<file path="config.mk">
export PLATFORM = sky130hd
export DESIGN_NAME = rmq_sqrt
export DESIGN_NICKNAME = d
export VERILOG_FILES = /design/src/sv/rmq_pkg.sv /design/src/sv/rmq_sqrt.sv
export SDC_FILE = /design/constraint.sdc
export NUM_CORES = 1
export LEC_CHECK = 0
export ABC_CLOCK_PERIOD_IN_PS = 6300
export BUFFER_PORTS_ARGS = -buffer_cell sky130_fd_sc_hd__buf_2
export CAP_MARGIN = 30
export CORE_ASPECT_RATIO = 1.75
export CORE_UTILIZATION = 66
export CTS_CLUSTER_DIAMETER = 120
export CTS_CLUSTER_SIZE = 16
export DETAILED_ROUTE_END_ITERATION = 10
export GPL_TIMING_DRIVEN = 0
export PLACE_DENSITY = 0.84
export SKIP_LAST_GASP = 1
export SLEW_MARGIN = 20
export SYNTH_ARGS = -nofsm -noshare
export SYNTH_HDL_FRONTEND = slang
export SYNTH_SLANG_ARGS = --single-unit
</file>
<file path="constraint.sdc">
create_clock -name clk -period 6.3 [get_ports clk]
set_input_delay 0 -clock clk [delete_from_list [all_inputs] [get_ports clk]]
set_output_delay 0 -clock clk [all_outputs]
set_load 0.005 [all_outputs]
</file>
<file path="src/sv/rmq_pkg.sv">
// ----------------------------------------------------------------------------
// rmq_pkg
// Shared types, constants and helpers of the rotation matrix to quaternion
// pipeline.
// ----------------------------------------------------------------------------
package rmq_pkg;

    localparam int SQRT_STAGES = 16;
    localparam int DIV_STAGES  = 16;
    localparam int LANES       = 3;

    localparam logic [15:0] ROOT_MAX = 16'd46341;
    localparam logic signed [18:0] ONE_Q14 = 19'sd16384;

    typedef logic signed [15:0] q14_t;
    typedef logic signed [16:0] diff_t;
    typedef logic [1:0]         slot_t;

    localparam slot_t SLOT_X = 2'd0;
    localparam slot_t SLOT_Y = 2'd1;
    localparam slot_t SLOT_Z = 2'd2;
    localparam slot_t SLOT_W = 2'd3;

    typedef struct packed {
        q14_t r00; q14_t r01; q14_t r02;
        q14_t r10; q14_t r11; q14_t r12;
        q14_t r20; q14_t r21; q14_t r22;
    } mat_t;

    // Side information that rides along with the square root.
    typedef struct packed {
        slot_t          half_slot;
        diff_t [LANES-1:0] d;
    } side_t;

    typedef struct packed {
        logic [30:0] n;
        logic [15:0] q;
        logic        neg;
    } lane_t;

    typedef struct packed {
        lane_t [LANES-1:0] lane;
        logic [16:0]       dvs;
        logic              zero;
        logic [15:0]       half;
        slot_t             half_slot;
    } dstg_t;

    // Quotient bit 15 set means the magnitude reached 32768 and saturates.
    function automatic q14_t lane_value(input lane_t l, input logic zero);
        q14_t r;
        if (zero)
            r = '0;
        else if (l.q[15])
            r = l.neg ? 16'sh8000 : 16'sh7fff;
        else if (l.neg)
            r = q14_t'(-$signed({1'b0, l.q[14:0]}));
        else
            r = q14_t'({1'b0, l.q[14:0]});
        return r;
    endfunction

endpackage

</file>
<file path="src/sv/rmq_sqrt.sv">
// ----------------------------------------------------------------------------
// rmq_sqrt
// Pipelined restoring square root, one result bit per stage.
// ----------------------------------------------------------------------------
module rmq_sqrt (
    input  logic            clk,
    input  logic            rst_n,
    input  logic            en,
    input  logic            in_valid,
    input  logic [16:0]     rad,
    input  rmq_pkg::side_t  in_side,
    output logic            out_valid,
    output logic [15:0]     root,
    output rmq_pkg::side_t  out_side
);

    localparam int N = rmq_pkg::SQRT_STAGES;

    logic           valid_reg [N];
    logic [19:0]    rem_reg   [N];
    logic [15:0]    root_reg  [N];
    logic [31:0]    v_reg     [N];
    rmq_pkg::side_t side_reg  [N];

    genvar k;
    generate
        for (k = 0; k < N; k++)
        begin : g_stage
            logic           vin;
            logic [19:0]    rin;
            logic [15:0]    oin;
            logic [31:0]    xin;
            rmq_pkg::side_t sin;
            logic [19:0]    remx;
            logic [19:0]    trial;
            logic [19:0]    rem_next;
            logic [15:0]    root_next;

            if (k == 0)
            begin : g_first
                assign vin = in_valid;
                assign rin = '0;
                assign oin = '0;
                assign xin = {1'b0, rad, 14'b0};
                assign sin = in_side;
            end
            else
            begin : g_rest
                assign vin = valid_reg[k-1];
                assign rin = rem_reg[k-1];
                assign oin = root_reg[k-1];
                assign xin = v_reg[k-1];
                assign sin = side_reg[k-1];
            end

            always_comb
            begin
                remx  = {rin[17:0], xin[2*(N-1-k)+1 -: 2]};
                trial = {2'b00, oin, 2'b01};
                if (remx >= trial)
                begin
                    rem_next  = remx - trial;
                    root_next = {oin[14:0], 1'b1};
                end
                else
                begin
                    rem_next  = remx;
                    root_next = {oin[14:0], 1'b0};
                end
            end

            always_ff @(posedge clk or negedge rst_n)
            begin
                if (!rst_n)
                    valid_reg[k] <= 1'b0;
                else if (en)
                    valid_reg[k] <= vin;
            end

            always_ff @(posedge clk)
            begin
                if (en)
                begin
                    rem_reg[k]  <= rem_next;
                    root_reg[k] <= root_next;
                    v_reg[k]    <= xin;
                    side_reg[k] <= sin;
                end
            end
        end
    endgenerate

    assign out_valid = valid_reg[N-1];
    assign root      = root_reg[N-1];
    assign out_side  = side_reg[N-1];

endmodule

</file>
==> results.yml <==
logic_synthesis:
  synth_area_um2: 48620
  ys_ff_latch: 1312
  ys_warn_count: 0
  seq_area_frac_synth: 0.8087
  netlist_instances: 2676
  yosysTopAreaCellShare: 0.8005
  yosysUniqueCellTypes: 82
  syn_avg_cell_area_um2: 18.17
  yosysTopAreaCell: "edfxtp_1"
  synthTopCellsByArea: "edfxtp_1, ha_1, xnor2_1"
  syn_nets: 2895
  synthFlopType: "edfxtp_1"
  synth_common_cells: "edfxtp_1, inv_1, ha_1"
  synth_most_common_cell: "edfxtp_1"
  ys_async_sr_fraction: 0.01220
  synth_edf_count: 1296
drt:
  viasPerCell: 5.699
  antenna_left: 0
  firstDrtPassIters: 5
  drc: 0
  num_vias: 22800
  drtIter0Drc: 1400
  post_drt_wl_per_cell_um: 18.13
  routed_wirelength_mm: 72.55
floorplan:
  die_area_um2: 74790
  die_y_um: 361.0
  top_level_ports: 144
  coreArea_um2: 72940
  die_x_um: 207.2
  num_rows: 131
  start_util: 0.6666
placed_design:
  gp_congestion: 0.9361
  io_buffers: 143
  dpl.hpwl_mm: 41.94
timing:
  worst_pin_slew_ns: 0.9023
  report.final.slew_viol_count: 0
  finalCritPeriodShare: 0.6131
  layout_min_cycle_time_ns: 3.862
  hold_violations: 0
  fin_tns_setup_ns: 0
  fmax_mhz: 258.9
  slew_headroom: 0.3944
  fin_skew_ns: 0.03790
  final-setup-viol-count: 0
  rsz0062_at_grt: "false"
global_routing:
  grt_overflow: 0
  grt_util_met1: 0.1997
  busiest_layer: "met2"
  grt_max_degree: 174
  grt_pass1_wl_mm: 115.0
  antenna_found_initial: 0
  grtUsageTotal: 0.1955
  met2_usage: 0.3842
  grt_pass1_vias: 23770
  use_met3: 0.02587
pwr:
  leakage_uw: 0.01983
  max-vdd-ir-drop_v: 0.0003491
  pwr_density_cell_nw_per_um2: 321.9
finish:
  diodes: 0
  fillers: 3912
  syn_to_final_growth_pct: 12.29
  nets: 3275
  drive_gt1_frac: 0.1160
  largest_reg_flops: 848
  final_util: 0.7485
critical_path:
  path_max_fanout: 173
  critPathRequiredTime_ns: 6.63
  crit_type: "input port to flip-flop"
  critical_path_arrival_ns: 4.19
  end_kind: "flip-flop"
  crit_path_start_kind: "input port"
status:
  status: "finished, final reports clean"
clock_tree:
  h-tree-depth: 3
  insertion_delay_ns: 0.70
  cts_made_buffers: 91
  root_buffer: "clkbuf_16"
  clkTransAtPathRegs_ns: 0.07
  clk_path_buf_depth: 3
  cts_tree: "done"
  numClockSinks: 1312
worst_hold_path:
  hp-class: "input port to flip-flop"
run:
  max-cap-violations: 0
[layout make-up]
type | instances | area (um^2) | share of cell area
tap | 931 | 1165 | 0.02134
clock inverter | 7 | 186.4 | 0.003415
clock buffer | 100 | 2311 | 0.04233
inverter | 177 | 664.4 | 0.01217
buffer | 19 | 96.34 | 0.001765
sequential | 1312 | 39320 | 0.7202
timing repair buffer | 287 | 2312 | 0.04235
multi-input combinational | 1168 | 8539 | 0.1564
[through the flow]
stage               setup WS [ns]  instance area [um^2]  power, uW  hold WS, ns  instances
CTS                         2.426                 54590      17660     0.001898       4001
floorplan                   3.205                 48620      11750      -0.2956       2676
detailed placement          2.315                 50730      12320     -0.08120       3758
global route                2.130                 54590      18210     0.006481       4001
finish                      2.438                 54590      17570      0.02551       4001
global placement           -13.33                 50500      12440     -0.09110       3750
[power breakdown]
group | switching (uW) | internal, uW | leakage [uW]
combinational | 839 | 677 | 0.00594
clock | 2700 | 2620 | 0.00121
sequential | 307 | 10400 | 0.0127
[cells in the final DEF (no fill, tap or decap), types with 6 or more instances in the layout]
cell,count
dfrtp_1,16
o21a_1,35
nand4b_1,6
nand2_1,118
buf_2,147
a21o_1,33
edfxtp_1,1296
nand3_1,30
a211oi_1,8
o21ai_0,94
or4_1,9
buf_16,8
nand3b_1,9
or2_2,8
and2_1,7
o211ai_1,6
clkbuf_1,19
fa_1,6
and4_1,6
inv_1,176
nor2b_1,21
clkbuf_16,91
nand4_1,10
a21oi_1,95
dlygate4sd3_1,136
nor3_1,58
nor2_1,106
o21bai_1,12
or3_1,11
mux2_2,61
xnor2_1,95
nand2b_1,14
ha_1,139
o31ai_1,9
xor2_1,60
mux2_4,9
nor4_1,16
[path summary, 6_finish.rpt]
path	startpoint	to	slack (ns)	depth (start not counted)
worst max-delay path	en	side_reg[3][167]	2.44	7
worst min-delay path	in_side[43]	side_reg[0][43]	0.03	2
worst max register to register	rem_reg[9][0]	rem_reg[10][2]	2.61	9
worst min register to register	side_reg[0][208]	side_reg[1][49]	0.40	0
max in group asynchronous	rst_n	g_stage[7].vin	5.41	3
min in group asynchronous	rst_n	g_stage[2].vin	0.45	3
[layer usage]
metal / part of all wire / vias up
met1: 0.36 / 11240
met3: 0.032 / 166
met4: 0.037 / 0
met2: 0.57 / 549
li1: - / 10850
met5: 0 / -
[worst max-delay path: stages]
cell	delay [ns]
dlygate4sd3_1	0.60
buf_12	0.38
buf_16	0.56
buf_16	0.48
buf_16	0.61
buf_16	0.51
buf_16	0.48
[repair_timing]
| action | in CTS | in global routing |
|---|---|---|
| hold buffers | 136 | 0 |
| endpoints found under the hold margin | 179 | 0 |
| gates resized for setup | 0 | 0 |
| buffers inserted | 0 | 0 |
| setup endpoints to repair | 0 | 0 |
[cells by family (layout without fill, tap and decap cells)]
family          count (synthesis)  count (layout)  synth area share
fa+ha+maj                     145             145           0.03824
flops                        1312            1312            0.8087
xor+xnor                      155             155           0.02792
other cells                     1               1        0.00007713
simple gates                  453             453           0.04704
compound gates                342             342           0.04504
buf+inv                       196             590           0.01565
mux                            72              72           0.01732
Note: power is estimated with default switching activity, not from simulation.
