### src/sv/rmq_pkg.sv
// ----------------------------------------------------------------------------
// rmq_pkg
// Shared types, constants and helpers of the rotation matrix to quaternion
// pipeline.
// ----------------------------------------------------------------------------
package rmq_pkg;

    localparam int SQRT_STAGES = 16;
    localparam int DIV_STAGES  = 16;
    localparam int LANES       = 3;

    localparam logic [15:0] ROOT_MAX = 16'd46341;
    localparam logic signed [18:0] ONE_Q14 = 19'sd16384;

    typedef logic signed [15:0] q14_t;
    typedef logic signed [16:0] diff_t;
    typedef logic [1:0]         slot_t;

    localparam slot_t SLOT_X = 2'd0;
    localparam slot_t SLOT_Y = 2'd1;
    localparam slot_t SLOT_Z = 2'd2;
    localparam slot_t SLOT_W = 2'd3;

    typedef struct packed {
        q14_t r00; q14_t r01; q14_t r02;
        q14_t r10; q14_t r11; q14_t r12;
        q14_t r20; q14_t r21; q14_t r22;
    } mat_t;

    // Side information that rides along with the square root.
    typedef struct packed {
        slot_t          half_slot;
        diff_t [LANES-1:0] d;
    } side_t;

    typedef struct packed {
        logic [30:0] n;
        logic [15:0] q;
        logic        neg;
    } lane_t;

    typedef struct packed {
        lane_t [LANES-1:0] lane;
        logic [16:0]       dvs;
        logic              zero;
        logic [15:0]       half;
        slot_t             half_slot;
    } dstg_t;

    // Quotient bit 15 set means the magnitude reached 32768 and saturates.
    function automatic q14_t lane_value(input lane_t l, input logic zero);
        q14_t r;
        if (zero)
            r = '0;
        else if (l.q[15])
            r = l.neg ? 16'sh8000 : 16'sh7fff;
        else if (l.neg)
            r = q14_t'(-$signed({1'b0, l.q[14:0]}));
        else
            r = q14_t'({1'b0, l.q[14:0]});
        return r;
    endfunction

endpackage

### src/sv/rmq_div.sv
// ----------------------------------------------------------------------------
// rmq_div
// Three-lane pipelined restoring divider giving d/(2s) rounded in Q14.
// ----------------------------------------------------------------------------
module rmq_div (
    input  logic            clk,
    input  logic            rst_n,
    input  logic            en,
    input  logic            in_valid,
    input  logic [15:0]     root,
    input  rmq_pkg::side_t  in_side,
    output logic            out_valid,
    output rmq_pkg::dstg_t  out_stage
);

    localparam int N = rmq_pkg::DIV_STAGES;
    localparam int L = rmq_pkg::LANES;

    rmq_pkg::dstg_t prep_next;
    rmq_pkg::dstg_t prep_reg;
    logic           prep_valid_reg;
    rmq_pkg::dstg_t stg_reg   [N];
    logic           valid_reg [N];

    // Numerator |d|*16384 + s against divisor 2s gives round half away.
    always_comb
    begin
        logic [16:0] mag;
        logic [16:0] one_more;
        mag      = '0;
        one_more = {1'b0, root} + 17'd1;
        for (int l = 0; l < L; l++)
        begin
            prep_next.lane[l].neg = in_side.d[l][16];
            mag = in_side.d[l][16] ? 17'(-in_side.d[l]) : 17'(in_side.d[l]);
            prep_next.lane[l].n = {mag, 14'b0} + {15'b0, root};
            prep_next.lane[l].q = '0;
        end
        prep_next.dvs       = {root, 1'b0};
        prep_next.zero      = (root == 16'd0);
        prep_next.half      = one_more[16:1];
        prep_next.half_slot = in_side.half_slot;
    end

    always_ff @(posedge clk or negedge rst_n)
    begin
        if (!rst_n)
            prep_valid_reg <= 1'b0;
        else if (en)
            prep_valid_reg <= in_valid;
    end

    always_ff @(posedge clk)
    begin
        if (en)
            prep_reg <= prep_next;
    end

    genvar k;
    generate
        for (k = 0; k < N; k++)
        begin : g_stage
            rmq_pkg::dstg_t sin;
            rmq_pkg::dstg_t snext;
            logic           vin;

            if (k == 0)
            begin : g_first
                assign sin = prep_reg;
                assign vin = prep_valid_reg;
            end
            else
            begin : g_rest
                assign sin = stg_reg[k-1];
                assign vin = valid_reg[k-1];
            end

            always_comb
            begin
                logic [31:0] dd;
                logic [31:0] rx;
                dd    = {15'b0, sin.dvs} << (N - 1 - k);
                rx    = '0;
                snext = sin;
                for (int l = 0; l < L; l++)
                begin
                    rx = {1'b0, sin.lane[l].n};
                    if (rx >= dd)
                    begin
                        rx = rx - dd;
                        snext.lane[l].q[N-1-k] = 1'b1;
                    end
                    snext.lane[l].n = rx[30:0];
                end
            end

            always_ff @(posedge clk or negedge rst_n)
            begin
                if (!rst_n)
                    valid_reg[k] <= 1'b0;
                else if (en)
                    valid_reg[k] <= vin;
            end

            always_ff @(posedge clk)
            begin
                if (en)
                    stg_reg[k] <= snext;
            end
        end
    endgenerate

    assign out_valid = valid_reg[N-1];
    assign out_stage = stg_reg[N-1];

endmodule

### config.mk
export PLATFORM = sky130hd
export DESIGN_NAME = rmq_div
export DESIGN_NICKNAME = d
export VERILOG_FILES = /design/src/sv/rmq_pkg.sv /design/src/sv/rmq_div.sv
export SDC_FILE = /design/constraint.sdc
export NUM_CORES = 2
export LEC_CHECK = 0
export BUFFER_PORTS_ARGS = -buffer_cell sky130_fd_sc_hd__clkbuf_2
export CORE_ASPECT_RATIO = 0.75
export CORE_MARGIN = 2
export CORE_UTILIZATION = 45
export CTS_CLUSTER_DIAMETER = 60
export CTS_CLUSTER_SIZE = 20
export DETAILED_ROUTE_END_ITERATION = 7
export PLACE_DENSITY_LB_ADDON = 0.15
export SETUP_SLACK_MARGIN = 0.1
export SYNTH_ARGS = -nofsm -noshare
export SYNTH_HDL_FRONTEND = slang
export SYNTH_SLANG_ARGS = --single-unit
### constraint.sdc
create_clock -name clk -period 11.9 [get_ports clk]
set_input_delay 1.19 -clock clk [delete_from_list [all_inputs] [get_ports clk]]
set_output_delay 1.19 -clock clk [all_outputs]
set_load 0.005 [all_outputs]
==> out/results.md <==
- **outcome** finished, final reports clean
- **count of instances resized after the clock tree is built** 0
- **post-synthesis instance area** 118,400 sq um
- **peak clock frequency supported by timing** 220.1 MHz
- **half-perimeter wire length of the detailed placement result** 254,900 microns
- **ratio of final minimum period to clock period** 38.18%
- **Clock transition at path regs** 0.08 ns
- **final worst hold slack** 0.2229 ns
- **clock latency at the later pin of the worst-skew pair** 0.88 ns
- **net switching share of the total power** 37.31%
- **residual antenna-violating net count after detailed routing** 0
- **leakage power figure** 0.04836 uW
- **pins over their slew limit** 0
- **fill cell count** 23.14k
- **main flop type after synthesis** edfxtp_1
- **Critical Setup Path Class** register to register
- **number of H-tree levels** 4
- **Routed WL per cell** 23.60 microns
- **DR DRC count** 0
- **worst-case headroom to the max-slew limit** 11.06%
- **root buffer cell** clkbuf_16
- **number of standard cells after synthesis** 9,997
- **Die Footprint** 267,200 sq um
- **total number of yosys warnings** 0
- **TritonCTS clock tree** built
- **routability-driven placement congestion ratio** 0.9316
- **post-placement worst setup slack** 7.353 ns
- **Setup Total Neg Slack** 0 ns
- **number of antenna violations at the first check in global routing** 17
- **portion of total power attributed to combinational logic** 37.4%
- **overall track demand over capacity in global routing** 23.99%
- **Port Buffers** 252
- **Core Area** 262,300 sq um
- **area growth from synthesis to layout** 9.647%
- **clk buf depth** 4
- **average via count per standard cell** 5.769
- **register share of total power** 42.2%
- **number of synthesized register bits** 2,211
- **CTS Buf Count** 182
- **Largest register FFs** 2,105
- **maximum number of pins on one net before global-route repair** 184
- **post-synthesis area per instance** 11.84 sq um
- **class of the worst hold path** input pin to asynchronous set/reset pin
- **peak fanout along the critical path** 35
- **initial core utilization** 45.13%
- **post-route clock skew** 0.06534 ns
- **wire length of the first global-routing pass** 482,900 microns
- **Mapped Nets** 10.87k
- **proportion of layout cells with a drive suffix above 1** 8.915%
- **worst supply voltage drop on vdd** 0.1342 mV
- **required arrival time at the worst endpoint** 12.52 ns
- **asr flop ratio synth** 0.7689%
- **total count of hold-check failures in the final report** 0
- **CTS Hold Bufs** 0
- **height of the die** 448.2 microns
- **number of unique standard cell types used by synthesis** 98
- **Cell Int Power** 18,910 uW
- **Seq/Total Area, Yosys** 56.02%
- **via total after detailed routing** 80.07k
- **Nets** 11.17k
- **commonest cells after routing, fill and taps aside** edfxtp_1 (2,194), nand2_1 (755), ha_1 (753)
- **max-capacitance violation count** 0
- **Rows** 163
- **number of search-and-repair iterations in the first detailed-routing pass** 6
- **Setup Viol. Count Final** 0
- **post-layout min period** 4.543 ns
- **number of global-route vias before repair** 74.80k
- **count of buffers added by post-CTS timing repair for setup** 0
- **# IOs** 254
- **wire length reported by the detailed router** 327,500 microns
- **Congestion Overflow GR** 0
- **Die X** 596.2 microns
- **RSZ-0062 raised after global routing** no
- **portion of total power attributed to the clock network** 20.4%
- **Clock Sinks** 2,211
- **number of flops mapped to enable cells by yosys** 2,194
- **Worst-Margin Slew** 1.324 ns
- **most common cell after layout, fill and taps aside** edfxtp_1
- **Psw** 11,250 uW
- **setup slack after layout** 7.357 ns
- **type of element launching the critical path** register
- **kind of end point of the critical path** register
- **power per standard cell area** 232.4 nW/um^2
- **initial detailed-routing violation count** 8,664
- **WP data arrival** 5.17 ns
-- through the flow --
step / utilization (%) / power (uW) / cell area (sq um) / cells
2_1_floorplan: - / 20140 / 118400 / 9997
3_3_place_gp: 47.25 / 23850 / 123900 / 13580
3_5_place_dp: 47.25 / 23960 / 123900 / 13580
4_1_cts: 49.48 / 30230 / 129800 / 13870
5_1_grt: 49.48 / 32000 / 129800 / 13880
6_report: 49.49 / 30160 / 129800 / 13880
-- critical path: stages (launching register included) --
cell,delay [ns]
edfxtp_1,0.53
inv_1,0.22
ha_1,0.36
fa_1,0.43
nor2b_1,0.13
o21ai_0,0.13
o21ai_1,0.28
a31oi_1,0.19
o21ai_2,0.36
a31oi_2,0.14
buf_4,0.26
or4_1,0.66
or4_1,0.46
xnor2_1,0.14
-- final timing paths --
path                                         end  cells after the start             start  slack [ns]
worst max-delay path            stg_reg[1][1381]                     13  stg_reg[1][1230]        7.36
worst min-delay path                   out_valid                      1             rst_n        0.22
worst max register to register  stg_reg[1][1381]                     13  stg_reg[1][1230]        7.36
worst min register to register  stg_reg[1][1352]                      0  stg_reg[1][1172]        0.40
max in group asynchronous         g_stage[7].vin                      1             rst_n       11.38
min in group clk                stg_reg[1][1352]                      0  stg_reg[1][1172]        0.40
-- layer usage --
layer	wire, microns	part of all wire [%]	track usage [%]	vias to the layer above
li1	-	-	-	37970
met1	168700	52	39.33	39340
met2	131300	40	33.33	2453
met3	22040	6.7	3.425	314
met4	5448	1.7	4.326	0
met5	0	0	0	-
-- layout make-up --
type / instances / area, sq um / area share, %
inverter: 495 / 1858 / 1.432
sequential: 2211 / 66310 / 51.09
tap: 3465 / 4335 / 3.340
antenna: 5 / 12.51 / 0.009640
multi-input combinational: 7092 / 49590 / 38.21
clock inverter: 108 / 1239 / 0.9543
clock buffer: 191 / 4609 / 3.551
timing repair buffer: 312 / 1839 / 1.417
-- logic make-up after synthesis --
kind of cell,count (synthesis),synth area share (%)
AND/OR/NAND/NOR,2765,11.45
AO/OA/AOI/OAI,2330,12.24
flip-flops,2211,56.02
XOR/XNOR,959,7.095
adder cells (fa/ha/maj),798,8.720
buffers and inverters,694,2.226
multiplexers,239,2.258
other,1,0.003168
-- cell usage after synthesis, types with 16 or more instances --
cell          n  share of area, %
and4_1       18              0.13
o31ai_1      84              0.53
a21o_1      287               1.8
nand3b_1     34              0.22
o21ai_0     649               2.7
inv_1       493               1.6
a211oi_1     43              0.27
nand2b_1    133              0.70
and3_1       61              0.32
clkbuf_1    167              0.53
o31a_1       23              0.17
buf_1        16             0.051
nor4_1      126              0.67
or4_1        46              0.29
dfrtp_1      17              0.36
o41ai_1      33              0.24
o21a_1      118              0.75
ha_1        753               8.0
a21boi_0     28              0.18
a21oi_1     676               2.9
nor2_1      710               2.3
mux2_2      224               2.1
xor2_1      425               3.1
edfxtp_1   2194                56
a2111oi_0    23              0.17
nand4_1     113              0.60
o22ai_1      16             0.085
nor2b_1     130              0.69
o21bai_1     62              0.39
nor3b_1      33              0.21
fa_1         45              0.76
nor3_1      204              0.86
nand4b_1     16              0.12
o211ai_1     34              0.22
xnor2_1     534               4.0
or2_2        36              0.19
a31oi_1      79              0.42
nand3_1     169              0.71
or3_1        99              0.52
nand2_1     755               2.4
and2_1       31              0.16
-- power by group through the flow --
stage / sequential (uW) / clock [uW] / combinational, uW
2_1_floorplan: 12000 / 0 / 8180
3_3_place_gp: 12900 / 0 / 11000
3_5_place_dp: 12900 / 0 / 11100
4_1_cts: 12700 / 6340 / 11200
5_1_grt: 12900 / 6620 / 12500
6_report: 12700 / 6140 / 11300
No activity file was read; power rests on OpenSTA's default activity.
