--- config.mk ---
export PLATFORM = sky130hd
export DESIGN_NAME = rmq_front
export DESIGN_NICKNAME = d
export VERILOG_FILES = /design/src/sv/rmq_pkg.sv /design/src/sv/rmq_front.sv
export SDC_FILE = /design/constraint.sdc
export NUM_CORES = 1
export LEC_CHECK = 0
export CELL_PAD_IN_SITES_DETAIL_PLACEMENT = 1
export CELL_PAD_IN_SITES_GLOBAL_PLACEMENT = 1
export CORE_ASPECT_RATIO = 0.5
export CORE_MARGIN = 2
export CORE_UTILIZATION = 55
export DETAILED_ROUTE_END_ITERATION = 8
export DONT_BUFFER_PORTS = 1
export PLACE_DENSITY = 0.93
export SYNTH_ARGS = -nofsm -noshare
export SYNTH_HDL_FRONTEND = slang
export SYNTH_SLANG_ARGS = --single-unit
--- constraint.sdc ---
create_clock -name clk -period 1.6 [get_ports clk]
set_input_delay 0.16 -clock clk [delete_from_list [all_inputs] [get_ports clk]]
set_output_delay 0.16 -clock clk [all_outputs]
set_load 0.005 [all_outputs]
--- src/sv/rmq_pkg.sv ---
// ----------------------------------------------------------------------------
// rmq_pkg
// Shared types, constants and helpers of the rotation matrix to quaternion
// pipeline.
// ----------------------------------------------------------------------------
package rmq_pkg;

    localparam int SQRT_STAGES = 16;
    localparam int DIV_STAGES  = 16;
    localparam int LANES       = 3;

    localparam logic [15:0] ROOT_MAX = 16'd46341;
    localparam logic signed [18:0] ONE_Q14 = 19'sd16384;

    typedef logic signed [15:0] q14_t;
    typedef logic signed [16:0] diff_t;
    typedef logic [1:0]         slot_t;

    localparam slot_t SLOT_X = 2'd0;
    localparam slot_t SLOT_Y = 2'd1;
    localparam slot_t SLOT_Z = 2'd2;
    localparam slot_t SLOT_W = 2'd3;

    typedef struct packed {
        q14_t r00; q14_t r01; q14_t r02;
        q14_t r10; q14_t r11; q14_t r12;
        q14_t r20; q14_t r21; q14_t r22;
    } mat_t;

    // Side information that rides along with the square root.
    typedef struct packed {
        slot_t          half_slot;
        diff_t [LANES-1:0] d;
    } side_t;

    typedef struct packed {
        logic [30:0] n;
        logic [15:0] q;
        logic        neg;
    } lane_t;

    typedef struct packed {
        lane_t [LANES-1:0] lane;
        logic [16:0]       dvs;
        logic              zero;
        logic [15:0]       half;
        slot_t             half_slot;
    } dstg_t;

    // Quotient bit 15 set means the magnitude reached 32768 and saturates.
    function automatic q14_t lane_value(input lane_t l, input logic zero);
        q14_t r;
        if (zero)
            r = '0;
        else if (l.q[15])
            r = l.neg ? 16'sh8000 : 16'sh7fff;
        else if (l.neg)
            r = q14_t'(-$signed({1'b0, l.q[14:0]}));
        else
            r = q14_t'({1'b0, l.q[14:0]});
        return r;
    endfunction

endpackage

--- src/sv/rmq_front.sv ---
// ----------------------------------------------------------------------------
// rmq_front
// Branch selection, square root argument and the three difference terms.
// ----------------------------------------------------------------------------
module rmq_front (
    input  logic            clk,
    input  logic            rst_n,
    input  logic            en,
    input  logic            in_valid,
    input  rmq_pkg::mat_t   mat,
    output logic            out_valid,
    output logic [16:0]     rad,
    output rmq_pkg::side_t  side
);

    logic signed [18:0] e00, e01, e02, e10, e11, e12, e20, e21, e22;
    logic signed [18:0] trace;
    logic signed [18:0] arg;
    rmq_pkg::side_t     side_next;
    logic [16:0]        rad_next;
    logic               valid_reg;
    logic [16:0]        rad_reg;
    rmq_pkg::side_t     side_reg;

    assign e00 = 19'(mat.r00);
    assign e01 = 19'(mat.r01);
    assign e02 = 19'(mat.r02);
    assign e10 = 19'(mat.r10);
    assign e11 = 19'(mat.r11);
    assign e12 = 19'(mat.r12);
    assign e20 = 19'(mat.r20);
    assign e21 = 19'(mat.r21);
    assign e22 = 19'(mat.r22);

    assign trace = e00 + e11 + e22;

    always_comb
    begin
        if (trace > 0)
        begin
            side_next.half_slot = rmq_pkg::SLOT_W;
            arg = rmq_pkg::ONE_Q14 + trace;
            side_next.d[0] = 17'(e12 - e21);
            side_next.d[1] = 17'(e20 - e02);
            side_next.d[2] = 17'(e01 - e10);
        end
        else if ((e11 > e00 && e22 > e11) || (!(e11 > e00) && e22 > e00))
        begin
            side_next.half_slot = rmq_pkg::SLOT_Z;
            arg = rmq_pkg::ONE_Q14 + e22 - e00 - e11;
            side_next.d[0] = 17'(e20 + e02);
            side_next.d[1] = 17'(e21 + e12);
            side_next.d[2] = 17'(e01 - e10);
        end
        else if (e11 > e00)
        begin
            side_next.half_slot = rmq_pkg::SLOT_Y;
            arg = rmq_pkg::ONE_Q14 + e11 - e22 - e00;
            side_next.d[0] = 17'(e12 + e21);
            side_next.d[1] = 17'(e10 + e01);
            side_next.d[2] = 17'(e20 - e02);
        end
        else
        begin
            side_next.half_slot = rmq_pkg::SLOT_X;
            arg = rmq_pkg::ONE_Q14 + e00 - e11 - e22;
            side_next.d[0] = 17'(e01 + e10);
            side_next.d[1] = 17'(e02 + e20);
            side_next.d[2] = 17'(e12 - e21);
        end
        // A matrix that is not orthonormal can drive the argument negative.
        rad_next = arg[18] ? 17'd0 : arg[16:0];
    end

    always_ff @(posedge clk or negedge rst_n)
    begin
        if (!rst_n)
            valid_reg <= 1'b0;
        else if (en)
            valid_reg <= in_valid;
    end

    always_ff @(posedge clk)
    begin
        if (en)
        begin
            rad_reg  <= rad_next;
            side_reg <= side_next;
        end
    end

    assign out_valid = valid_reg;
    assign rad       = rad_reg;
    assign side      = side_reg;

endmodule

==> qor.yml, run 1 <==
floorplan:
  dieWidth_microns: 242
  start_util: 0.561
  rows: 43
  io_pins: 219
  die_y_microns: 123
run_status:
  haltStage: "detailed placement"
  status: "aborted with a tool error"
  error: "[ERROR DPL-0033] detailed placement checks failed during check placement."
synthesis:
  yosysUniqueCellTypes: 87
  synth-edff-count: 70
  synth_seq_cells: 71
  synthTopCellsByArea: "ha_1 (23%), edfxtp_1 (13%), fa_1 (10%), inv_1 (5.3%), xnor2_1 (4.7%)"
  yosys.area.top_type: "ha_1"
  syn_inst: 1826
  syn-mean-instance-area_sq_um: 8.55
  syn-cell-area_sq_mm: 0.0156
  seq_area_frac_synth: 0.136
  synthesis.nets: 2344
  synth_top_cell_area_share: 0.234
  ys.flop_type: "edfxtp_1"
  ys_warn_count: 0
  synthArstFlopShare: 0.0141
place:
  portBuffers: 0
  gp_congestion: 1.01
  dp_hpwl_microns: 66800
Yosys cell counts, drive strengths merged, types with 23 or more instances:
master and n:
a211oi 32, a21oi 130, buf 24, clkbuf 36, edfxtp 70, fa 78, ha 292, inv 219
mux2 24, mux2i 52, nand2 103, nand2b 29, nand3 25, nor2 140, nor2b 24, nor3 54
o21a 23, o21ai 84, xnor2 85, xor2 36
metrics by stage:
stage	worst slack [ns]	hold slack, ns
floorplan	-2.63	-0.136
global placement	-2.86	-0.136
kinds of logic after synthesis:
logic type               share of synthesized area
AO/OA/AOI/OAI                                0.194
AND/OR/NAND/NOR                              0.142
adder cells (fa/ha/maj)                      0.334
buffers and inverters                       0.0728
XOR/XNOR                                    0.0689
multiplexers                                0.0517
flip-flops                                   0.136
==> run 2, diff against run 1 <==
- CELL_PAD_IN_SITES_DETAIL_PLACEMENT: 1 -> unset
- CELL_PAD_IN_SITES_GLOBAL_PLACEMENT: 1 -> unset
- CORE_ASPECT_RATIO: 0.5 -> unset
- CORE_UTILIZATION: 55 -> 40
- PLACE_DENSITY: 0.93 -> unset
- PLACE_DENSITY_LB_ADDON: unset -> 0.15
==> qor.yml, run 2 <==
run_status:
  status: "finished with violations"
  violations: "negative hold slack, negative setup slack"
floorplan:
  core_area_sq_mm: 0.0386
  start_util: 0.405
  dieWidth_microns: 202
  rows: 72
  io_pins: 219
  die_y_microns: 202
  dieArea_sq_mm: 0.0406
sta:
  period_share: 2.54
  worst_slew_pin_slew_ns: 0.749
  fin_crit_ns: 4.07
  max_freq_ghz: 0.246
  setup_ws_ns: -2.47
  slew_headroom: 0.499
  finalSetupViolations: 70
  hold_viol: 70
  hold_ws_ns: -0.0717
  rsz0062_at_grt: "yes"
  slew_viol_final: 0
  skew_ns: 0
worst_setup_path:
  reg2regPathDepth: 2
  max_stage_delay_ns: 0.49
  crit_slowest_cell: "fa_1"
  worstPathRequired_ns: 1.69
  startpoint_type: "input port"
  setup.worst_path.class: "in -> reg"
  worst-path-max-fanout: 6
  crit_chain: "fa_1, ha_2, fa_2, a41o_1, o21ai_2, a21oi_2, nand3_1, nand2_1, o21ai_1, nand2b_1, xnor2_1, ha_2, nand4_1, a21oi_2, nand4_1, a2111oi_4, nand4_2, nand2_4, buf_6, buf_12, mux2_4"
  setup.worst_path.end_class: "flop"
  cp.arrival_ns: 4.16
pwr:
  total_power_mw: 19.1
  p_switching_mw: 7.96
  leakage_nw: 10.2
  power_frac_comb: 0.695
  seqPwrFrac: 0.173
  p_sw_frac: 0.417
  clkPwrFrac: 0.133
  powerDensity_mw_per_mm2: 907
  internal-power_mw: 11.1
  irDropWorstVdd_uv: 525
synthesis:
  yosys.area.top_type: "ha_1"
  synth_top_cells_by_count: "ha_1 (292), inv_1 (219), nor2_1 (139)"
  synthesis.nets: 2344
  ys_warn_count: 0
  seq_area_frac_synth: 0.136
  synth_top_cell_area_share: 0.234
  yosysUniqueCellTypes: 87
  syn-cell-area_sq_mm: 0.0156
  synthArstFlopShare: 0.0141
  synth.most_common_cell: "ha_1"
  synth_seq_cells: 71
  synthTopCellsByArea: "ha_1 (23%), edfxtp_1 (13%), fa_1 (10%), inv_1 (5.3%), xnor2_1 (4.7%)"
  syn-mean-instance-area_sq_um: 8.55
  ys.flop_type: "edfxtp_1"
  synth-edff-count: 70
  syn_inst: 1826
grt:
  grt_pass1_wl_microns: 84600
  overflow: 0
  gr-usage-all-layers: 0.269
  grt_max_degree: 72
  antenna_found_initial: 0
  grt_pass1_vias: 15300
clock_network:
  cts_buffers: 9
  clk_latency_ns: 0.34
  cts_tree: "done"
  postCtsHoldBufs: 3
  clock_path_buffers: 2
  clkTransAtPathRegs_ns: 0.06
  clkSinkCount: 71
  cts-root-buf: "clkbuf_16"
  h-tree-depth: 3
route:
  drt_iter0_drc: 899
  drc: 0
  ant_nets: 0
  dr.pass1.iters: 5
  num_vias: 14900
  post_drt_wl_per_cell_microns: 19.5
  viasPerCell: 5.24
  drt_wl_total_microns: 55300
place:
  dp_hpwl_microns: 46700
  gp_congestion: 0.966
  dpl_cell_area_sq_mm: 0.0199
  portBuffers: 0
job:
  cap_violations: 0
min_path:
  min_path_cells: 0
  hold_class: "in -> reg"
cells_and_area:
  mostFrequentLayoutCells: "buf_4 (505), ha_1 (287), inv_1 (214)"
  design_area_sq_mm: 0.0210
  layout-drive-gt1-share: 0.291
  largest_reg_flops: 53
  final_net_count: 2828
  area_growth_pct: 34.7
  antenna_cells: 0
  final_common_cell: "buf_4"
==> run 2: cell counts after synthesis <==
No cell type changed its count.
==> run 2: layout make-up <==
cell class / instances / area [sq um]
inverters: 219 / 831
repair buffers: 533 / 4220
clock inverters: 7 / 135
clock buffers: 9 / 225
well taps: 518 / 648
fillers: 3657 / 17500
multi-input cells: 1476 / 12800
flip-flops and latches: 71 / 2130
==> run 2: power groups by stage <==
| stage | sequential (mW) | clock, mW | combinational, mW |
|---|---|---|---|
| 2_1_floorplan | 2.96 | 0 | 7.07 |
| 3_3_place_gp | 3.36 | 0 | 11.8 |
| 3_5_place_dp | 3.34 | 0 | 11.9 |
| 4_1_cts | 3.31 | 2.55 | 12.5 |
| 5_1_grt | 3.32 | 2.61 | 14.4 |
| 6_report | 3.29 | 2.53 | 13.2 |
==> run 2: cells by family after synthesis <==
family          after synthesis  synth area share
compound gates              455             0.194
xor+xnor                    121            0.0689
buf+inv                     279            0.0728
mux                          76            0.0517
fa+ha+maj                   370             0.334
flops                        71             0.136
simple gates                454             0.142
==> run 2: worst max-delay path, delay by kind of cell <==
| kind | cells | cell delay [ns] |
|---|---|---|
| AOI/OAI and AO/OA | 6 | 1.09 |
| xor gates and xnor gates | 1 | 0.16 |
| adders and majority gates | 4 | 1.27 |
| buffers and inverters | 2 | 0.27 |
| muxes | 1 | 0.31 |
| and+or+nand+nor | 7 | 0.91 |
==> run 2: metal layers <==
layer | GRT usage | share of wire
met1 | 0.316 | 0.41
met2 | 0.491 | 0.50
met3 | 0.0444 | 0.052
met4 | 0.0916 | 0.034
met5 | 0 | 0
==> run 2: per-stage QoR <==
step,setup TNS (ns),worst slack [ns],util,hold slack [ns],cells
6_report,-164.69,-2.47,0.545,-0.0717,2833
5_1_grt,-179.83,-2.70,0.545,-0.0817,2833
4_1_cts,-170.04,-2.52,0.536,-0.0860,2823
3_5_place_dp,-206.40,-3.09,0.517,-0.136,2793
3_3_place_gp,-199.44,-2.98,0.517,-0.136,2793
2_1_floorplan,-173.40,-2.63,-,-0.136,1826
==> run 2: path summary, 6_finish.rpt <==
check                      slack [ns]             startpoint                      to
setup / recovery                -2.47                 mat[1]       side[3]$_DFFE_PP_
setup reg to reg                 0.27  out_valid$_DFFE_PN0P_   out_valid$_DFFE_PN0P_
max in group asynchronous        1.47                  rst_n   out_valid$_DFFE_PN0P_
min in group asynchronous        0.02                  rst_n   out_valid$_DFFE_PN0P_
hold / removal                  -0.07                     en  side[52]$_SDFFCE_PP1P_
hold reg to reg                  1.09  out_valid$_DFFE_PN0P_   out_valid$_DFFE_PN0P_
==> run 2: repair_timing <==
item	4_1_cts	5_1_grt
setup buffers	10	11
resized for setup	57	59
endpoints found under the hold margin	72	70
pin swaps	15	16
cloned	2	1
endpoints found under the setup margin	70	70
Note: power is estimated with default switching activity, not from simulation.
==> run 3, diff against run 2 <==
- GPL_TIMING_DRIVEN: unset -> 0
==> qor.yml, run 3 (synthesis gave the netlist of run 2 again) <==
route:
  num_vias: 13400
  post_drt_wl_per_cell_microns: 22.0
  ant_nets: 0
  drt_wl_total_microns: 53100
  dr.pass1.iters: 5
  viasPerCell: 5.57
  drc: 0
  drt_iter0_drc: 843
floorplan:
  io_pins: 219
  core_area_sq_mm: 0.0386
  dieArea_sq_mm: 0.0406
  die_y_microns: 202
  start_util: 0.405
  dieWidth_microns: 202
  rows: 72
run_status:
  violations: "negative hold slack, negative setup slack"
  status: "finished with violations"
clock_network:
  clkTransAtPathRegs_ns: 0.07
  cts_buffers: 9
  h-tree-depth: 3
  cts-root-buf: "clkbuf_16"
  clock_path_buffers: 2
  postCtsHoldBufs: 4
  clkSinkCount: 71
  cts_tree: "done"
  clk_latency_ns: 0.37
sta:
  max_freq_ghz: 0.230
  hold_viol: 70
  worst_slew_pin_slew_ns: 1.39
  hold_ws_ns: -0.102
  fin_crit_ns: 4.36
  skew_ns: 0
  slew_viol_final: 0
  period_share: 2.72
  finalSetupViolations: 70
  setup_ws_ns: -2.76
  rsz0062_at_grt: "yes"
  slew_headroom: 0.0672
worst_setup_path:
  worst-path-max-fanout: 10
  r2r-end: "out_valid$_DFFE_PN0P_"
  reg2regPathDepth: 2
  reg2reg_from: "out_valid$_DFFE_PN0P_"
  startpoint_type: "input port"
  r2r_setup_slack_ns: 0.28
  worstPathRequired_ns: 1.73
  setup.worst_path.end_class: "flop"
  setup.worst_path.class: "in -> reg"
  cp.arrival_ns: 4.48
cells_and_area:
  multi_input_area_sq_mm: 0.0131
  final_net_count: 2409
  area_growth_pct: 15.7
  largest_reg_flops: 53
  final_common_cell: "ha_1"
  layout-drive-gt1-share: 0.123
  design_area_sq_mm: 0.0181
  mostFrequentLayoutCells: "ha_1 (287), inv_1 (209), nor2_1 (135)"
  seqCellArea_sq_mm: 0.00213
  fillers: 3817
  antenna_cells: 0
grt:
  gr-usage-all-layers: 0.259
  antenna_found_initial: 0
  grt_pass1_vias: 13600
  grt_max_degree: 72
  overflow: 0
  grt_pass1_wl_microns: 79900
place:
  dpl_cell_area_sq_mm: 0.0163
  place_ws_ns: -3.75
  portBuffers: 0
  gp_congestion: 0.911
  dp_hpwl_microns: 43100
min_path:
  min_path_cells: 0
  worstHoldStart: "en"
  hold_class: "in -> reg"
  min_to: "side[52]$_SDFFCE_PP1P_"
pwr:
  leakage_nw: 8.05
  irDropWorstVdd_uv: 510
  powerDensity_mw_per_mm2: 953
job:
  cap_violations: 0
run 3: cell count changes in the layout (fill, tap and decap cells not counted), sizes merged:
cell           delta
buf             -456
dlygate4sd3       +1
clkdlybuf4s15     +1
clkinv            -1
clkinvlp          +3
clkbuf           +35
bufinv            -2
run 3: cell type report:
type                    instances  share of cell area
flip-flops and latches         71               0.118
multi-input cells            1476               0.726
clock inverters                 7             0.00568
plain buffers                  60              0.0208
inverters                     219              0.0464
well taps                     518              0.0359
clock buffers                   9              0.0125
repair buffers                 54              0.0348
run 3: per-layer routing:
metal	routed length, microns	global-route usage	share of wire	vias up
met1	21700	0.313	0.41	6464
met5	0	0	0	-
met2	26200	0.461	0.49	405
met4	1680	0.0877	0.032	0
li1	-	-	-	6476
met3	3590	0.0489	0.068	90
run 3: power breakdown:
part / internal (mW) / leakage (nW) / switching, mW
sequential: 2.76 / 0.696 / 0.337
combinational: 5.04 / 7.19 / 6.70
clock: 1.38 / 0.157 / 0.983
total: 9.18 / 8.05 / 8.02
run 3: worst max path at each step:
stage | start | endpoint | slack, ns | cells past startpoint
after CTS | mat[130] | side[37]$_DFFE_PP_ | -2.82 | 23
after detailed placement | mat[2] | side[42]$_DFFE_PP_ | -3.75 | 23
after global placement | mat[2] | side[41]$_DFFE_PP_ | -3.82 | 23
final | mat[1] | side[24]$_DFFE_PP_ | -2.76 | 21
after floorplan | mat[2] | side[30]$_DFFE_PP_ | -2.63 | 22
after global routing | mat[0] | side[48]$_DFFE_PP_ | -2.94 | 25
run 3: timing repair:
item	4_1_cts	5_1_grt
hold endpoints to repair	72	70
setup buffers	34	14
pin swaps	30	14
gates resized for setup	121	40
endpoints found under the setup margin	70	70
gates cloned	3	0
run 3: stage by stage:
stage                     TNS [ns]  total power [mW]  hold WS [ns]  utilization  cells
after floorplan            -173.40              10.0        -0.136            -   1826
after global placement     -250.47              12.7        -0.136        0.424   2344
after detailed placement   -246.82              12.8        -0.136        0.424   2344
after CTS                  -189.32              16.7        -0.117        0.459   2401
after global routing       -200.63              18.3        -0.114        0.468   2414
final                      -187.54              17.2        -0.102        0.468   2414
run 3: worst max-delay path: stages:
cell and delay [ns]:
fa_1 0.52, ha_4 0.20, fa_2 0.45, a41o_1 0.27, o21ai_4 0.19, a21oi_2 0.09, nand3_1 0.11, nand2_1 0.06
o21ai_1 0.11, nand2b_1 0.13, xnor2_2 0.20, ha_4 0.18, nand4_1 0.10, a21oi_1 0.15, nand4_1 0.21, a2111oi_4 0.34
nand4_4 0.19, buf_12 0.19, nand2_4 0.10, buf_12 0.17, mux2_4 0.33
==> run 4, diff against run 3 <==
- PLACE_DENSITY: unset -> 0.59
- PLACE_DENSITY_LB_ADDON: 0.15 -> unset
==> qor.yml, run 4 (synthesis gave the netlist of run 2 again) <==
cells_and_area:
  layout-drive-gt1-share: 0.123
  final_cells: 2415
  fillers: 3859
  final_net_count: 2410
  post-route-util: 0.463
  antenna_cells: 0
  design_area_sq_mm: 0.0179
  final_common_cell: "ha_1"
  mostFrequentLayoutCells: "ha_1 (287), inv_1 (208), nor2_1 (135)"
  largest_reg_flops: 53
  area_growth_pct: 14.5
route:
  drc: 0
  drt_iter0_drc: 827
  dr.pass1.iters: 7
  ant_nets: 0
  drt_wl_total_microns: 52500
  post_drt_wl_per_cell_microns: 21.7
  viasPerCell: 5.56
  num_vias: 13400
pwr:
  power_frac_comb: 0.687
  p_sw_frac: 0.475
  irDropWorstVdd_uv: 543
  p_switching_mw: 7.97
  clkPwrFrac: 0.126
  leakage_nw: 7.97
  powerDensity_mw_per_mm2: 939
  seqPwrFrac: 0.187
  total_power_mw: 16.8
  internal-power_mw: 8.80
clock_network:
  postCtsHoldBufs: 4
  clkSinkCount: 71
  clkTransAtPathRegs_ns: 0.08
  cts_buffers: 9
  cts-root-buf: "clkbuf_16"
  cts_tree: "done"
  clock_path_buffers: 2
  h-tree-depth: 3
  clk_latency_ns: 0.37
worst_setup_path:
  startpoint_type: "input port"
  reg2regPathDepth: 2
  worst-path-max-fanout: 5
  cp.arrival_ns: 4.69
  worstPathRequired_ns: 1.82
  setup.worst_path.end_class: "flop"
  startpoint: "mat[130]"
  reg2reg_from: "out_valid$_DFFE_PN0P_"
  setup.worst_path.class: "in -> reg"
min_path:
  hold_class: "in -> reg"
  worstHoldStart: "en"
  min_path_cells: 0
sta:
  setup_ws_ns: -2.86
  fin_crit_ns: 4.46
  rsz0062_at_grt: "yes"
  slew_viol_final: 0
  slew_headroom: 0.0420
  hold_viol: 70
  worst_slew_pin_slew_ns: 1.43
  hold_ws_ns: -0.100
  finalSetupViolations: 70
  period_share: 2.79
  tns_ns: -192.55
  skew_ns: 0
  max_freq_ghz: 0.224
floorplan:
  io_pins: 219
  rows: 72
  core_area_sq_mm: 0.0386
  start_util: 0.405
  dieArea_sq_mm: 0.0406
  dieWidth_microns: 202
  die_y_microns: 202
place:
  dpl_cell_area_sq_mm: 0.0163
  dp_hpwl_microns: 42400
  dp.cells: 2344
  place_ws_ns: -3.88
  gp_congestion: 0.953
  portBuffers: 0
grt:
  overflow: 0
  gr-usage-all-layers: 0.254
  grt_pass1_wl_microns: 78400
  antenna_found_initial: 0
  grt_max_degree: 72
  grt_pass1_vias: 13700
run_status:
  status: "finished with violations"
  violations: "negative hold slack, negative setup slack"
job:
  cap_violations: 0
## run 4: final timing paths
kind,slack [ns],endpoint
max,-2.86,side[45]$_DFFE_PP_
min,-0.10,side[33]$_DFFE_PP_
max reg2reg,0.27,out_valid$_DFFE_PN0P_
min reg2reg,1.09,out_valid$_DFFE_PN0P_
max in group asynchronous,0.97,out_valid$_DFFE_PN0P_
min in group asynchronous,0.53,out_valid$_DFFE_PN0P_
## run 4: critical path: stages
cell	delay [ns]
clkinvlp_4	0.07
fa_1	0.56
inv_2	0.07
ha_4	0.22
a21o_4	0.22
a211oi_4	0.29
o31ai_4	0.15
a31oi_4	0.24
nor2_2	0.07
o21a_1	0.19
nor2_2	0.12
xnor2_2	0.11
inv_1	0.11
ha_4	0.16
nand4_1	0.14
a21oi_2	0.15
nand4_1	0.18
a2111oi_4	0.26
buf_4	0.18
nand4_4	0.17
a21oi_2	0.20
buf_6	0.15
buf_12	0.14
buf_12	0.13
mux2i_1	0.21
## run 4: layer usage
layer	global-route usage	part of all wire
met5	0	0
met1	0.299	0.40
met4	0.0948	0.034
met3	0.0680	0.085
met2	0.440	0.48
## run 4: layout make-up
type | count | area [sq um] | area share
multi-input cells | 1476 | 13000 | 0.728
flip-flops and latches | 71 | 2130 | 0.119
clock inverters | 7 | 61.3 | 0.00343
plain buffers | 60 | 367 | 0.0205
repair buffers | 55 | 587 | 0.0329
clock buffers | 9 | 225 | 0.0126
inverters | 219 | 845 | 0.0473
well taps | 518 | 648 | 0.0363
## run 4: repair_timing
item | 4_1_cts | 5_1_grt
hold endpoints to repair | 72 | 70
setup buffers | 32 | 18
cloned | 2 | 1
pin swaps | 26 | 18
endpoints found under the setup margin | 70 | 70
gates resized for setup | 106 | 39
## run 4: power by group through the flow
stage	logic, mW	clock network [mW]	registers [mW]
after floorplan	7.07	0	2.96
after global placement	9.38	0	3.19
after detailed placement	9.49	0	3.18
after CTS	10.9	2.14	3.15
after global routing	12.5	2.19	3.18
final	11.5	2.10	3.14
